$ cat src/hw/rtl/assert_macros.svh
// ---------------------------------------------------------------------------
// Assertion macros
// Concurrent assertion wrappers, compiled out for synthesis.
// ---------------------------------------------------------------------------
`ifndef ASSERT_MACROS_SVH
`define ASSERT_MACROS_SVH
`ifndef SYNTHESIS
// checked while out of reset
`define RTC_ASSERT(lbl, prop, msg) \
  lbl: assert property (@(posedge clk) disable iff (!rst_n) prop) else $error(msg);
// checked on every edge, reset included
`define RTC_ASSERT_ALWAYS(lbl, prop, msg) \
  lbl: assert property (@(posedge clk) prop) else $error(msg);
`else
`define RTC_ASSERT(lbl, prop, msg)
`define RTC_ASSERT_ALWAYS(lbl, prop, msg)
`endif
`endif

$ cat src/hw/rtl/rtc_pkg.sv
// ---------------------------------------------------------------------------
// rtc_pkg
// Shared constants for the RTD code to temperature pipeline.
// ---------------------------------------------------------------------------
`timescale 1ns / 1ps
`default_nettype none
package rtc_pkg;

  // register indexes
  localparam logic CFG_REFERENCE = 1'b0;
  localparam logic CFG_NOMINAL   = 1'b1;

  localparam logic [15:0] REF_RESET = 16'd430;
  localparam logic [11:0] NOM_RESET = 12'd100;

  localparam int DIV_STAGES  = 20;  // two quotient bits per stage, 40 bits
  localparam int SQRT_STAGES = 10;  // two root bits per stage, 20 bits
  localparam int POLY_STAGES = 6;   // five multiply-adds and a rounding stage
  // two multiply stages and root, after the cap
  localparam int ROOT_PATH   = 2 + SQRT_STAGES;
  localparam int POLY_DLY    = ROOT_PATH - POLY_STAGES;
  localparam int FAULT_DLY   = 1 + DIV_STAGES + 1 + ROOT_PATH;

  localparam logic [28:0] R_CAP  = 29'd268435456;   // 16.0 in Q24
  localparam logic [32:0] K_Q12  = 33'd7092640693;
  localparam logic [39:0] C0_Q16 = 40'd863880388610;
  localparam logic [20:0] A_Q8   = 21'd866255;

  localparam logic signed [21:0] TEMP_MAX = 22'sd262143;
  localparam logic signed [21:0] TEMP_MIN = -22'sd65536;

  // polynomial coefficients, Q24, already scaled by 100^k
  function automatic logic signed [35:0] poly_coef(input int k);
    logic signed [35:0] c;
    case (k)
      0:       c = -36'sd4060421816;
      1:       c = 36'sd3729239572;
      2:       c = 36'sd433842029;
      3:       c = -36'sd80966844;
      4:       c = -36'sd47283228;
      default: c = 36'sd25573510;
    endcase
    return c;
  endfunction

endpackage
`default_nettype wire

$ cat src/hw/rtl/rtc_div.sv
// ---------------------------------------------------------------------------
// rtc_div
// Pipelined restoring divider, 40-bit dividend by 12-bit divisor.
// ---------------------------------------------------------------------------
`timescale 1ns / 1ps
`default_nettype none
module rtc_div import rtc_pkg::*; (
  input  wire logic        clk,
  input  wire logic        rst_n,
  input  wire logic        en,
  input  wire logic        in_valid,
  input  wire logic [30:0] in_num,
  input  wire logic [11:0] nom,
  output logic             out_valid,
  output logic [39:0]      out_quo
);

  // one quotient bit; quotient bits shift into the freed dividend bits
  function automatic logic [51:0] div_step(input logic [11:0] rem, input logic [39:0] dq,
                                           input logic [11:0] d);
    logic [12:0] t;
    logic [12:0] s;
    t = {rem, dq[39]};
    s = t - {1'b0, d};
    if (t >= {1'b0, d}) return {s[11:0], dq[38:0], 1'b1};
    else return {t[11:0], dq[38:0], 1'b0};
  endfunction

  logic        vld_r [DIV_STAGES];
  logic [11:0] rem_r [DIV_STAGES];
  logic [39:0] dq_r  [DIV_STAGES];

  for (genvar s = 0; s < DIV_STAGES; s++) begin : g_stage
    logic        vld_in;
    logic [51:0] mid;
    logic [51:0] fin;
    logic [11:0] rem_in;
    logic [39:0] dq_in;
    if (s == 0) begin : g_first
      assign vld_in = in_valid;
      assign rem_in = '0;
      assign dq_in  = {in_num, 9'd0};
    end else begin : g_next
      assign vld_in = vld_r[s-1];
      assign rem_in = rem_r[s-1];
      assign dq_in  = dq_r[s-1];
    end
    assign mid = div_step(rem_in, dq_in, nom);
    assign fin = div_step(mid[51:40], mid[39:0], nom);

    always_ff @(posedge clk) begin
      if (!rst_n) begin
        vld_r[s] <= 1'b0;
      end else if (en) begin
        vld_r[s] <= vld_in;
      end
    end

    always_ff @(posedge clk) begin
      if (en) begin
        rem_r[s] <= fin[51:40];
        dq_r[s]  <= fin[39:0];
      end
    end
  end

  assign out_valid = vld_r[DIV_STAGES-1];
  assign out_quo   = dq_r[DIV_STAGES-1];

endmodule
`default_nettype wire

$ cat config.mk
export PLATFORM = sky130hd
export DESIGN_NAME = rtc_div
export DESIGN_NICKNAME = d
export VERILOG_FILES = /design/src/hw/rtl/assert_macros.svh /design/src/hw/rtl/rtc_pkg.sv /design/src/hw/rtl/rtc_div.sv
export SDC_FILE = /design/constraint.sdc
export NUM_CORES = 2
export LEC_CHECK = 0
export CELL_PAD_IN_SITES_DETAIL_PLACEMENT = 1
export CELL_PAD_IN_SITES_GLOBAL_PLACEMENT = 1
export CORE_UTILIZATION = 45
export CTS_CLUSTER_SIZE = 12
export DETAILED_ROUTE_END_ITERATION = 7
export DONT_BUFFER_PORTS = 1
export PLACE_DENSITY_LB_ADDON = 0.1
export SKIP_CTS_REPAIR_TIMING = 1
export SLEW_MARGIN = 20
export SYNTH_ARGS = -nofsm -noshare
export SYNTH_HDL_FRONTEND = slang
export SYNTH_SLANG_ARGS = --single-unit
$ cat constraint.sdc
create_clock -name clk -period 10.2 [get_ports clk]
set_clock_uncertainty 0.15 [all_clocks]
set_input_delay 1.02 -clock clk [delete_from_list [all_inputs] [get_ports clk]]
set_output_delay 1.02 -clock clk [all_outputs]
set_load 0.02 [all_outputs]
==> results.yml <==
global_routing:
  grt_pass1_wl_um: 188000
  grt_max_degree: 895
  grt-ovfl-total: 0
  grt_usage: 0.203
  first_global_vias: 34000
  grt_antenna_before_repair: 0
critical_path:
  crit_slowest_cell: "a211oi_4"
  reg2reg_depth: 16
  startpoint_type: "primary input"
  cp.required_ns: 10.49
  endpoint_kind: "flop"
  arrival_ns: 7.05
  cpPeakStageDelay_ns: 0.76
  r2r-start: "rem_r[1][0]"
  critPathKind: "in -> reg"
  crit_chain: "inv_4, ha_1, nor2b_1, o31a_1, o41ai_2, o211ai_1, a31oi_2, mux2i_1, ha_1, nor2b_4, o31a_1, o41a_1, o31a_1, o21a_1, o32a_1, a211oi_4, mux2_2"
  timing.critical_path.max_delay_family: "compound AO/OA/AOI/OAI gates"
  r2r_end: "rem_r[1][13]"
  timing.critical_path.buf_inv: 1
  path_max_fanout: 28
  worst-r2r-setup-slack_ns: 3.80
  crit_top_cell: "o31a_1"
hold_path:
  hold_end: "dq_r[4][108]"
  holdCritStartpoint: "dq_r[4][66]"
  hold_path_class: "reg -> reg"
  holdPathStages: 0
clock_network:
  cts.sinks: 893
  cts_root_buffer: "clkbuf_16"
  numCtsBuffers: 101
  clk_latency_ns: 0.69
  clkTransAtPathRegs_ns: 0.06
  cts_tree: "built"
  clock_path_buffers: 3
  cts_htree_levels: 3
yosys:
  synthesis.nets: 4731
  synth_cell_type_count: 92
  synth.cell_area_sq_um: 52100
  avgSynthCellArea_sq_um: 12.5
  synth-seq-cells: 893
  seq_area_frac_synth: 0.514
  yosysWarnings: 0
  synth_edf_count: 892
  postSynthCellCount: 4183
  async_flop_share: 0
  synthFlopType: "edfxtp_1"
cells_and_area:
  nets: 4780
  nFillCells: 11700
  drive_above_1_share: 0.137
  n_antenna_cell: 0
  area_growth_pct: 9.85
placement:
  portBuffers: 0
  globalplace.congestion: 0.831
  dp.final_hpwl_um: 82800
floorplan:
  ios: 88
  core_sq_um: 115000
  fp.dieH_um: 342
  start_util: 0.455
  fp.dieArea_sq_um: 117000
  die_w_um: 342
  rows: 124
routing:
  antenna_left: 0
  vias: 32600
  initialDrtViolationCount: 1369
  viasPerCell: 5.61
  wl_per_cell_um: 20.6
  drtPass1Iterations: 7
  routed_wl_um: 120000
  drc: 9
sta:
  hold_viol: 0
  fin_crit_ns: 6.77
  slew_violations: 0
  hold_ws_ns: 0.259
  rsz0062_at_grt: "no"
  fin_crit_sh: 0.663
  setup_viol: 0
  relSlewSlack: 0.337
  max_freq_mhz: 148
  worst_pin_slew_ns: 0.994
  fin_tns_setup_ns: 0
run_status:
  status: "finished, violations left"
  violations: "DRC"
job:
  max_cap_viol_count: 0
cells in the mapped netlist (30+ instances only):
master / instances / share of area
edfxtp_1: 892 / 0.51
nor2b_1: 49 / 0.0059
or3_1: 32 / 0.0038
a21o_1: 103 / 0.015
nand2_1: 174 / 0.013
xor2_1: 102 / 0.017
o21ai_0: 160 / 0.015
nor3_1: 93 / 0.0089
o21bai_1: 41 / 0.0059
mux2i_1: 38 / 0.0073
mux2_2: 314 / 0.068
xnor2_1: 227 / 0.038
fa_1: 35 / 0.013
nand2b_1: 30 / 0.0036
a21oi_1: 282 / 0.027
nor2_1: 255 / 0.018
nand4_1: 64 / 0.0077
buf_4: 43 / 0.0062
and3_1: 40 / 0.0048
inv_1: 182 / 0.013
nand3_1: 61 / 0.0059
ha_1: 466 / 0.11
o21a_1: 76 / 0.011
cell usage in the layout (no fill, tap or decap), types with 61 or more instances in the layout:
cell	n
edfxtp_1	892
ha_1	466
mux2_2	314
a21oi_1	282
nor2_1	255
xnor2_1	227
nand2_1	174
inv_1	171
o21ai_0	157
clkbuf_16	105
a21o_1	103
xor2_1	102
nor3_1	92
o21a_1	76
nand4_1	64
nand3_1	61
cell type report:
| class | count | area, sq um | share of cell area |
|---|---|---|---|
| Timing Repair Buffer | 41 | 490 | 0.00857 |
| Multi-Input combinational cell | 3007 | 24100 | 0.420 |
| Clock inverter | 51 | 611 | 0.0107 |
| Clock buffer | 124 | 2700 | 0.0471 |
| Inverter | 188 | 708 | 0.0124 |
| Sequential cell | 893 | 26800 | 0.468 |
| Tap cell | 1512 | 1890 | 0.0330 |
state kept, by name, indices dropped and copies added (netlist names):
register  count
dq_r        645
vld_r        20
rem_r       228
kinds of logic (layout without fill, tap and decap cells):
logic type / after synthesis / in the layout / share of synthesized area
compound gates: 927 / 927 / 0.117
flops: 893 / 893 / 0.514
simple gates: 881 / 881 / 0.0831
fa+ha+maj: 501 / 501 / 0.125
mux: 369 / 369 / 0.0800
xor+xnor: 329 / 329 / 0.0553
buf+inv: 283 / 404 / 0.0247
worst max-delay path by stage:
| stage | startpoint | endpoint | slack, ns | cells past startpoint |
|---|---|---|---|---|
| 3_5_place_dp | nom[1] | rem_r[1][13] | 2.74 | 17 |
| 5_1_grt | nom[2] | rem_r[3][18] | 3.10 | 19 |
| 4_1_cts | nom[1] | rem_r[1][13] | 3.46 | 17 |
| 3_3_place_gp | nom[1] | rem_r[1][14] | 2.82 | 17 |
| 2_1_floorplan | nom[1] | rem_r[1][15] | 1.69 | 19 |
| 6_report | nom[1] | rem_r[1][13] | 3.43 | 17 |
through the flow:
step,setup slack (ns),area (sq um),cells,utilization
2_1_floorplan,1.69,52100,4183,-
3_3_place_gp,2.82,53800,5635,0.469
3_5_place_dp,2.74,53800,5635,0.469
4_1_cts,3.46,57100,5810,0.498
5_1_grt,3.10,57300,5816,0.499
6_report,3.43,57300,5816,0.499
routing by layer:
layer / routed length (um) / GRT usage / up-vias
met3: 3330 / 0.0289 / 182
met1: 56100 / 0.271 / 16000
met4: 3370 / 0.0611 / 0
li1: - / - / 16000
met5: 0 / 0 / -
met2: 57000 / 0.343 / 358
Power is left out: the tool's default activity adds up to more than one toggle a clock period on the data nets, which glitch-free logic cannot reach.
