File: src/hw/rtl/assert_macros.svh
// ---------------------------------------------------------------------------
// Assertion macros
// Concurrent assertion wrappers, compiled out for synthesis.
// ---------------------------------------------------------------------------
`ifndef ASSERT_MACROS_SVH
`define ASSERT_MACROS_SVH
`ifndef SYNTHESIS
// checked while out of reset
`define RTC_ASSERT(lbl, prop, msg) \
  lbl: assert property (@(posedge clk) disable iff (!rst_n) prop) else $error(msg);
// checked on every edge, reset included
`define RTC_ASSERT_ALWAYS(lbl, prop, msg) \
  lbl: assert property (@(posedge clk) prop) else $error(msg);
`else
`define RTC_ASSERT(lbl, prop, msg)
`define RTC_ASSERT_ALWAYS(lbl, prop, msg)
`endif
`endif

File: src/hw/rtl/rtc_pkg.sv
// ---------------------------------------------------------------------------
// rtc_pkg
// Shared constants for the RTD code to temperature pipeline.
// ---------------------------------------------------------------------------
`timescale 1ns / 1ps
`default_nettype none
package rtc_pkg;

  // register indexes
  localparam logic CFG_REFERENCE = 1'b0;
  localparam logic CFG_NOMINAL   = 1'b1;

  localparam logic [15:0] REF_RESET = 16'd430;
  localparam logic [11:0] NOM_RESET = 12'd100;

  localparam int DIV_STAGES  = 20;  // two quotient bits per stage, 40 bits
  localparam int SQRT_STAGES = 10;  // two root bits per stage, 20 bits
  localparam int POLY_STAGES = 6;   // five multiply-adds and a rounding stage
  // two multiply stages and root, after the cap
  localparam int ROOT_PATH   = 2 + SQRT_STAGES;
  localparam int POLY_DLY    = ROOT_PATH - POLY_STAGES;
  localparam int FAULT_DLY   = 1 + DIV_STAGES + 1 + ROOT_PATH;

  localparam logic [28:0] R_CAP  = 29'd268435456;   // 16.0 in Q24
  localparam logic [32:0] K_Q12  = 33'd7092640693;
  localparam logic [39:0] C0_Q16 = 40'd863880388610;
  localparam logic [20:0] A_Q8   = 21'd866255;

  localparam logic signed [21:0] TEMP_MAX = 22'sd262143;
  localparam logic signed [21:0] TEMP_MIN = -22'sd65536;

  // polynomial coefficients, Q24, already scaled by 100^k
  function automatic logic signed [35:0] poly_coef(input int k);
    logic signed [35:0] c;
    case (k)
      0:       c = -36'sd4060421816;
      1:       c = 36'sd3729239572;
      2:       c = 36'sd433842029;
      3:       c = -36'sd80966844;
      4:       c = -36'sd47283228;
      default: c = 36'sd25573510;
    endcase
    return c;
  endfunction

endpackage
`default_nettype wire

File: src/hw/rtl/rtc_sqrt.sv
// ---------------------------------------------------------------------------
// rtc_sqrt
// Pipelined digit-by-digit floor square root of a 40-bit value.
// ---------------------------------------------------------------------------
`timescale 1ns / 1ps
`default_nettype none
module rtc_sqrt import rtc_pkg::*; (
  input  wire logic        clk,
  input  wire logic        rst_n,
  input  wire logic        en,
  input  wire logic        in_valid,
  input  wire logic [39:0] in_arg,
  output logic             out_valid,
  output logic [19:0]      out_root
);

  // {rem, root, arg}
  function automatic logic [81:0] sq_step(input logic [21:0] rem, input logic [19:0] root,
                                          input logic [39:0] a);
    logic [23:0] t;
    logic [23:0] trial;
    logic [23:0] d;
    t     = {rem, a[39:38]};
    trial = {2'b00, root, 2'b01};
    d     = t - trial;
    if (t >= trial) return {d[21:0], root[18:0], 1'b1, a[37:0], 2'b00};
    else return {t[21:0], root[18:0], 1'b0, a[37:0], 2'b00};
  endfunction

  logic        vld_r  [SQRT_STAGES];
  logic [21:0] rem_r  [SQRT_STAGES];
  logic [19:0] root_r [SQRT_STAGES];
  logic [39:0] a_r    [SQRT_STAGES];

  for (genvar s = 0; s < SQRT_STAGES; s++) begin : g_stage
    logic        vld_in;
    logic [21:0] rem_in;
    logic [19:0] root_in;
    logic [39:0] a_in;
    logic [81:0] mid;
    logic [81:0] fin;
    if (s == 0) begin : g_first
      assign vld_in  = in_valid;
      assign rem_in  = '0;
      assign root_in = '0;
      assign a_in    = in_arg;
    end else begin : g_next
      assign vld_in  = vld_r[s-1];
      assign rem_in  = rem_r[s-1];
      assign root_in = root_r[s-1];
      assign a_in    = a_r[s-1];
    end
    assign mid = sq_step(rem_in, root_in, a_in);
    assign fin = sq_step(mid[81:60], mid[59:40], mid[39:0]);

    always_ff @(posedge clk) begin
      if (!rst_n) begin
        vld_r[s] <= 1'b0;
      end else if (en) begin
        vld_r[s] <= vld_in;
      end
    end

    always_ff @(posedge clk) begin
      if (en) begin
        rem_r[s]  <= fin[81:60];
        root_r[s] <= fin[59:40];
        a_r[s]    <= fin[39:0];
      end
    end
  end

  assign out_valid = vld_r[SQRT_STAGES-1];
  assign out_root  = root_r[SQRT_STAGES-1];

endmodule
`default_nettype wire

File: config.mk
export PLATFORM = sky130hd
export DESIGN_NAME = rtc_sqrt
export DESIGN_NICKNAME = d
export VERILOG_FILES = /design/src/hw/rtl/assert_macros.svh /design/src/hw/rtl/rtc_pkg.sv /design/src/hw/rtl/rtc_sqrt.sv
export SDC_FILE = /design/constraint.sdc
export NUM_CORES = 1
export LEC_CHECK = 0
export ABC_AREA = 1
export BUFFER_PORTS_ARGS = -buffer_cell sky130_fd_sc_hd__buf_2
export CAP_MARGIN = 20
export CORE_MARGIN = 5
export CORE_UTILIZATION = 45
export DETAILED_ROUTE_END_ITERATION = 12
export GPL_TIMING_DRIVEN = 0
export PLACE_DENSITY_LB_ADDON = 0.12
export SYNTH_ARGS = -nofsm -noshare
export SYNTH_HDL_FRONTEND = slang
export SYNTH_SLANG_ARGS = --single-unit
File: constraint.sdc
create_clock -name clk -period 5.2 [get_ports clk]
set_clock_uncertainty 0.1 [all_clocks]
set_input_delay 0.52 -clock clk [delete_from_list [all_inputs] [get_ports clk]]
set_output_delay 0.52 -clock clk [all_outputs]
set_load 0.02 [all_outputs]
==> flow_metrics.tcl, run 1 <==
set metrics [dict create \
    clkPwrFrac_pct 23.5 \
    grt_first_pass_wirelength_mm 150 \
    grt_util_met1_pct 28.9 \
    cp.arrival_ns 5.09 \
    firstDrtPassIters 6 \
    postLayoutCellArea_sq_um 39600 \
    worstPathRequired_ns 5.52 \
    start_util_pct 45.2 \
    fin_crit_ns 4.77 \
    viasPerCell 5.10 \
    p_comb_share_pct 43.1 \
    holdPathStages 3 \
    p_sw_share_pct 41.0 \
    seqCellArea_sq_um 14600 \
    gr-total-overflow 0 \
    rows 103 \
    n_antenna_cell 0 \
    core_area_sq_um 78700 \
    synth_area_sq_um 35600 \
    clkTransAtPathRegs_ns 0.06 \
    maxSlewViolCount 0 \
    drt_iter0_markers 2069 \
    cts_buffers 55 \
    cts_buffer_depth 3 \
    nets 5120 \
    dieArea_sq_um 84800 \
    critPathMaxStageDelay_ns 0.39 \
    crit_family "compound AO/OA/AOI/OAI gates" \
    drt_wl_total_mm 94.9 \
    finalCritPeriodShare_pct 91.7 \
    setup.worst_path.end_class "register" \
    r2r_cells 23 \
    p_int_mw 9.81 \
    status "finished clean" \
    start_kind "register" \
    io_buffers 64 \
    p_leak_nw 18.3 \
    rsz0062_at_grt "no" \
    fin_util_pct 50.3 \
    power.density_nw_per_um2 420 \
    async_reset_ff_share_pct 0 \
    antenna_found_initial 0 \
    crit_cells 23 \
    wl_per_cell_microns 16.0 \
    tightest_slew_ns 0.639 \
    grt_max_degree 127 \
    place_ws_ns -0.108 \
    drc 0 \
    ys_seq_area_share_pct 40.9 \
    power_mw 16.6 \
    crit_fanout 10 \
    multi_input_area_sq_um 18100 \
    first_global_vias 28700 \
    final-setup-viol-count 0 \
    tritoncts "done" \
    die_w_microns 291 \
    ys_ff_latch 485 \
    crit_chain "inv_1 > ha_1 > a21oi_1 > o21ai_2 > nand2_1 > nand2_1 > nand2_2 > nand3_4 > buf_8 > buf_8 > inv_1 > clkbuf_1 > nand2_1 > o21ai_0 > ha_1 > a21oi_1 > o21ai_0 > a21oi_1 > o21ai_0 > inv_1 > nand4_1 > or2_2 > a21oi_1" \
    cts.htree.levels 2 \
    critPathBufInv 6 \
    drive_gt1_share_pct 7.13 \
    yosysWarningCount 0 \
    seq_power_share_pct 33.5 \
    io_pins 65 \
    max_freq_mhz 210 \
    gp_congestion 0.945 \
    nFillCells 7806 \
    clkSinkCount 485 \
    grtUsageTotal_pct 21.7 \
    slowest_stage "edfxtp_1" \
    cts_setup_buffers 0 \
    ys_types 59 \
    area_growth_pct 11.2 \
    detailed_place_hpwl_mm 76.7 \
    maxCapViolations 0 \
    worst_slack_ns 0.429 \
    ir_worst_vdd_v 0.000304 \
    setup-tns-final_ns 0 \
    synthCells 4687 \
    gr-usage-met3_pct 2.22 \
    postRouteAntennaNets 0 \
    switchingPower_mw 6.80 \
    clock_latency_ns 0.63 \
    syn_area_per_cell_sq_um 7.59 \
    vias 30300 \
    place_area_sq_um 37300 \
    die_y_microns 291 \
    cts_root_buffer "clkbuf_16" \
    crit_type "reg2reg" \
    worst_path_most_repeated_cell "a21oi_1" \
    globalRoute.busiestLayer "met2" \
    met2_usage_pct 37.8 \
    finalHoldViolCount 0 \
    synthFlopType "edfxtp_1" \
    synth-edff-count 484 \
    slew_headroom_pct 57.4 \
    hp-class "in2reg" \
]
## power by group through the flow
| stage | clock network, mW | registers, mW | logic (mW) |
|---|---|---|---|
| global route | 4.19 | 5.62 | 8.14 |
| finish | 3.90 | 5.56 | 7.16 |
| detailed placement | 0 | 5.65 | 7.04 |
| CTS | 4.02 | 5.57 | 7.10 |
| global placement | 0 | 5.70 | 7.00 |
| floorplan | 0 | 5.42 | 5.33 |
## stage by stage
stage               hold WS [ns]  cells
global placement           0.300   5802
finish                    0.0838   5944
detailed placement         0.305   5806
CTS                       0.0329   5944
global route              0.0695   5944
floorplan                  0.300   4688
## path summary, 6_finish.rpt
| kind | start | to | slack (ns) |
|---|---|---|---|
| worst max-delay path | root_r[3][1] | rem_r[4][19] | 0.43 |
| worst min register to register | a_r[1][24] | a_r[2][28] | 0.31 |
| worst min-delay path | rst_n | vld_r[8] | 0.08 |
| worst max register to register | root_r[3][1] | rem_r[4][19] | 0.43 |
## flip-flops by register name, indices dropped and copies added (netlist names)
name and flops:
root_r 110, a_r 180, rem_r 185, vld_r 10
## layer usage
layer | up-vias | routed length [microns]
met5 | - | 0
met4 | 0 | 2730
met2 | 628 | 45400
li1 | 15800 | -
met3 | 134 | 3920
met1 | 13800 | 42900
## what timing repair did
action | CTS | global route
hold endpoints to repair | 36 | 0
setup endpoints to repair | 19 | 44
cloned | 0 | 0
resized for setup | 1 | 28
hold buffers | 36 | 0
## worst register-to-register path: stages, from the launching register on
cell      delay (ns)
edfxtp_1        0.39
inv_1           0.14
ha_1            0.30
a21oi_1         0.25
o21ai_2         0.14
nand2_1         0.08
nand2_1         0.12
nand2_2         0.15
nand3_4         0.11
buf_8           0.16
buf_8           0.15
inv_1           0.13
clkbuf_1        0.33
nand2_1         0.08
o21ai_0         0.15
ha_1            0.36
a21oi_1         0.27
o21ai_0         0.15
a21oi_1         0.13
o21ai_0         0.17
inv_1           0.14
nand4_1         0.11
or2_2           0.28
a21oi_1         0.21
## cell usage after synthesis, drive strengths merged, types with 14 or more instances
library cell / number / area share (%)
nand2: 1449 / 15
inv: 688 / 7.3
nor2: 487 / 5.5
edfxtp: 484 / 41
nand3: 356 / 5.3
a21oi: 247 / 3.6
o21ai: 231 / 3.3
ha: 227 / 8.0
xor2: 112 / 2.8
nand4: 108 / 1.9
xnor2: 58 / 1.4
nor3: 45 / 0.71
buf: 40 / 0.87
or2: 30 / 0.53
clkbuf: 17 / 0.18
a21o: 14 / 0.30
## cells by family (layout without fill, tap and decap cells)
group	Yosys count	after routing	share of synthesized area [%]
adders and majority gates	227	227	7.98
xor gates and xnor gates	170	170	4.18
AOI/OAI and AO/OA	551	551	8.49
DFF	485	485	40.9
and+or+nand+nor	2505	2505	30.1
buffers and inverters	748	954	8.34
other	1	2	0.0105
## cell type report
type                       count  share of cell area (%)
multi-input combinational   3455                    45.7
sequential                   485                    36.8
inverter                     691                    6.55
clock buffer                  62                    3.60
tap                         1050                    3.32
timing repair buffer         104                    2.02
clock inverter                40                    1.02
buffer                        57                   0.971
## cell usage in the layout (no fill, tap or decap), drive strengths merged, types with 3 or more instances in the layout
master       instances
clkbuf              80
edfxtp             484
nor2               487
dlygate4sd3         36
nand3              356
bufinv               6
nand4              108
a211oi               4
inv                695
nand3b              13
o21a                10
o2111ai              7
nand2             1449
xor2               112
o211ai               5
nor3                45
nor3b                3
xnor2               58
a21oi              247
a31oi               12
and2                 9
or2                 30
clkinvlp             6
a21o                14
o21ai              231
o21bai              11
clkinv              24
buf                107
a21boi               4
ha                 227
Note: power is estimated with default switching activity, not from simulation.
==> run 2, diff against run 1 <==
--- a/config.mk
+++ b/config.mk
@@ -12,6 +12,7 @@
 export CORE_UTILIZATION = 45
 export DETAILED_ROUTE_END_ITERATION = 12
 export GPL_TIMING_DRIVEN = 0
+export MAX_ROUTING_LAYER = met4
 export PLACE_DENSITY_LB_ADDON = 0.12
 export SYNTH_ARGS = -nofsm -noshare
 export SYNTH_HDL_FRONTEND = slang
==> constraint.sdc (replaced) <==
create_clock -name clk -period 4.1 [get_ports clk]
set_clock_uncertainty 0.1 [all_clocks]
set_input_delay 0.41 -clock clk [delete_from_list [all_inputs] [get_ports clk]]
set_output_delay 0.41 -clock clk [all_outputs]
set_load 0.005 [all_outputs]
==> run 2 against run 1 <==
  * Cell area increased by 8.4%
  * Hold slack got worse by 0.037 ns
  * Core utilization increased by 4.2 points
  * Power increased by 36%
  * Via count increased by 3.7%
  * Maximum frequency increased by 19%
  * Critical path type unchanged
  * Largest cell class unchanged
  * Largest power group unchanged
==> flow_metrics.tcl, run 2 (synthesis gave the netlist of run 1 again) <==
set metrics [dict create \
    postRouteAntennaNets 0 \
    wl_per_cell_microns 16.6 \
    finalNonFillerCells 6086 \
    io_buffers 64 \
    final_common_cell "nand2_1" \
    max_freq_mhz 250 \
    power.density_nw_per_um2 528 \
    finalCritPeriodShare_pct 97.5 \
    first_global_vias 29600 \
    drc 0 \
    crit_fanout 10 \
    worstPathRequired_ns 4.35 \
    postLayoutCellArea_sq_um 42900 \
    firstDrtPassIters 6 \
    slowest_stage "edfxtp_1" \
    tritoncts "done" \
    layout_common_cells "nand2_1, inv_1, edfxtp_1" \
    area_growth_pct 20.6 \
    grt_first_pass_wirelength_mm 156 \
    n_antenna_cell 0 \
    tightest_slew_ns 0.698 \
    viasPerCell 5.17 \
    dp.cells 5806 \
    drt_wl_total_mm 101 \
    grtUsageTotal_pct 23.2 \
    maxCapViolations 0 \
    clock_latency_ns 0.61 \
    io_pins 65 \
    die_w_microns 291 \
    nets 5262 \
    setup-tns-final_ns 0 \
    cp.arrival_ns 4.25 \
    drt_iter0_markers 2220 \
    cts.htree.levels 2 \
    clkSinkCount 485 \
    vias 31500 \
    antenna_found_initial 0 \
    worst_path_most_repeated_cell "nand2_1" \
    cts_buffer_depth 3 \
    rows 103 \
    cts_buffers 55 \
    grt_max_degree 130 \
    core_area_sq_um 78700 \
    power_mw 22.6 \
    nFillCells 7508 \
    rsz0062_at_grt "yes" \
    reg.largest.list "rem_r x185, a_r x180, root_r x110" \
    crit_type "reg2reg" \
    slew_headroom_pct 53.4 \
    detailed_place_hpwl_mm 77.5 \
    maxSlewViolCount 0 \
    dieArea_sq_um 84800 \
    gp_congestion 0.954 \
    hp-class "in2reg" \
    ir_worst_vdd_v 0.000376 \
    multi_input_area_sq_um 20100 \
    finalHoldViolCount 0 \
    p_leak_nw 19.2 \
    fin_crit_ns 4.00 \
    seqCellArea_sq_um 14600 \
    place_area_sq_um 37300 \
    die_y_microns 291 \
    status "finished clean" \
    drive_gt1_share_pct 17.2 \
    largest_register_ffs 185 \
    setup.worst_path.end_class "register" \
    critPathMaxStageDelay_ns 0.43 \
    gr-total-overflow 0 \
    start_util_pct 45.2 \
    clkTransAtPathRegs_ns 0.06 \
    final-setup-viol-count 0 \
    top_register "rem_r" \
    holdWs_ns 0.0473 \
    start_kind "register" \
    cts_root_buffer "clkbuf_16" \
]
==> run 2: changes by cell type in the layout (fill, tap and decap cells not counted), moves of 39 or more <==
cell / delta
buf_4: +144
ha_1: -92
ha_4: +83
a21oi_1: -66
o21ai_0: -63
a21oi_2: +58
inv_1: -56
inv_2: +54
nand2_1: -46
nand2_2: +42
o21ai_2: +39
==> run 2: final timing paths <==
check / from / endpoint / slack, ns / depth (start not counted)
setup reg to reg: root_r[7][15] / rem_r[8][18] / 0.10 / 25
setup / recovery: root_r[7][15] / rem_r[8][18] / 0.10 / 25
hold / removal: in_arg[38] / root_r[0][1] / 0.05 / 2
hold reg to reg: a_r[1][24] / a_r[2][28] / 0.31 / 0
==> run 2: critical path, delay by kind of cell (launching register included) <==
kind / cells / cell delay [ns]
buffers and inverters: 7 / 0.70
and+or+nand+nor: 11 / 0.90
AOI/OAI and AO/OA: 5 / 1.05
adders and majority gates: 2 / 0.57
DFF: 1 / 0.43
==> run 2: report_power, final <==
| group | internal (mW) | leakage, nW | switching (mW) |
|---|---|---|---|
| Clock | 2.99 | 0.900 | 2.05 |
| Combinational | 3.95 | 13.7 | 6.55 |
| Sequential | 6.48 | 4.65 | 0.631 |
==> run 2: layer usage <==
layer / global-route usage [%] / vias up / wire (microns)
met5: - / - / 0
met4: 6.18 / 0 / 2530
met3: 2.00 / 152 / 3880
met2: 39.7 / 724 / 49600
met1: 30.0 / 14500 / 44800
li1: - / 16100 / -
==> run 2: repair_timing <==
item | CTS | global route
endpoints found under the setup margin | 160 | 159
hold buffers | 40 | 0
pin swaps | 46 | 76
hold endpoints to repair | 40 | 0
resized for setup | 239 | 345
cloned | 0 | 2
buffers inserted | 81 | 60
==> run 2: metrics by stage <==
stage,worst slack [ns],util (%)
after floorplan,0.253,-
after global placement,-6.59,47.3
final,0.102,54.5
after global routing,-0.0594,54.5
after CTS,0.000926,52.1
after detailed placement,-1.31,47.4
==> run 2: layout make-up <==
| type | instances | area share [%] |
|---|---|---|
| multi-input combinational | 3455 | 46.9 |
| sequential | 485 | 33.9 |
| inverter | 691 | 6.09 |
| timing repair buffer | 251 | 4.50 |
| clock buffer | 66 | 3.40 |
| tap | 1050 | 3.06 |
| buffer | 52 | 1.20 |
| clock inverter | 36 | 0.901 |
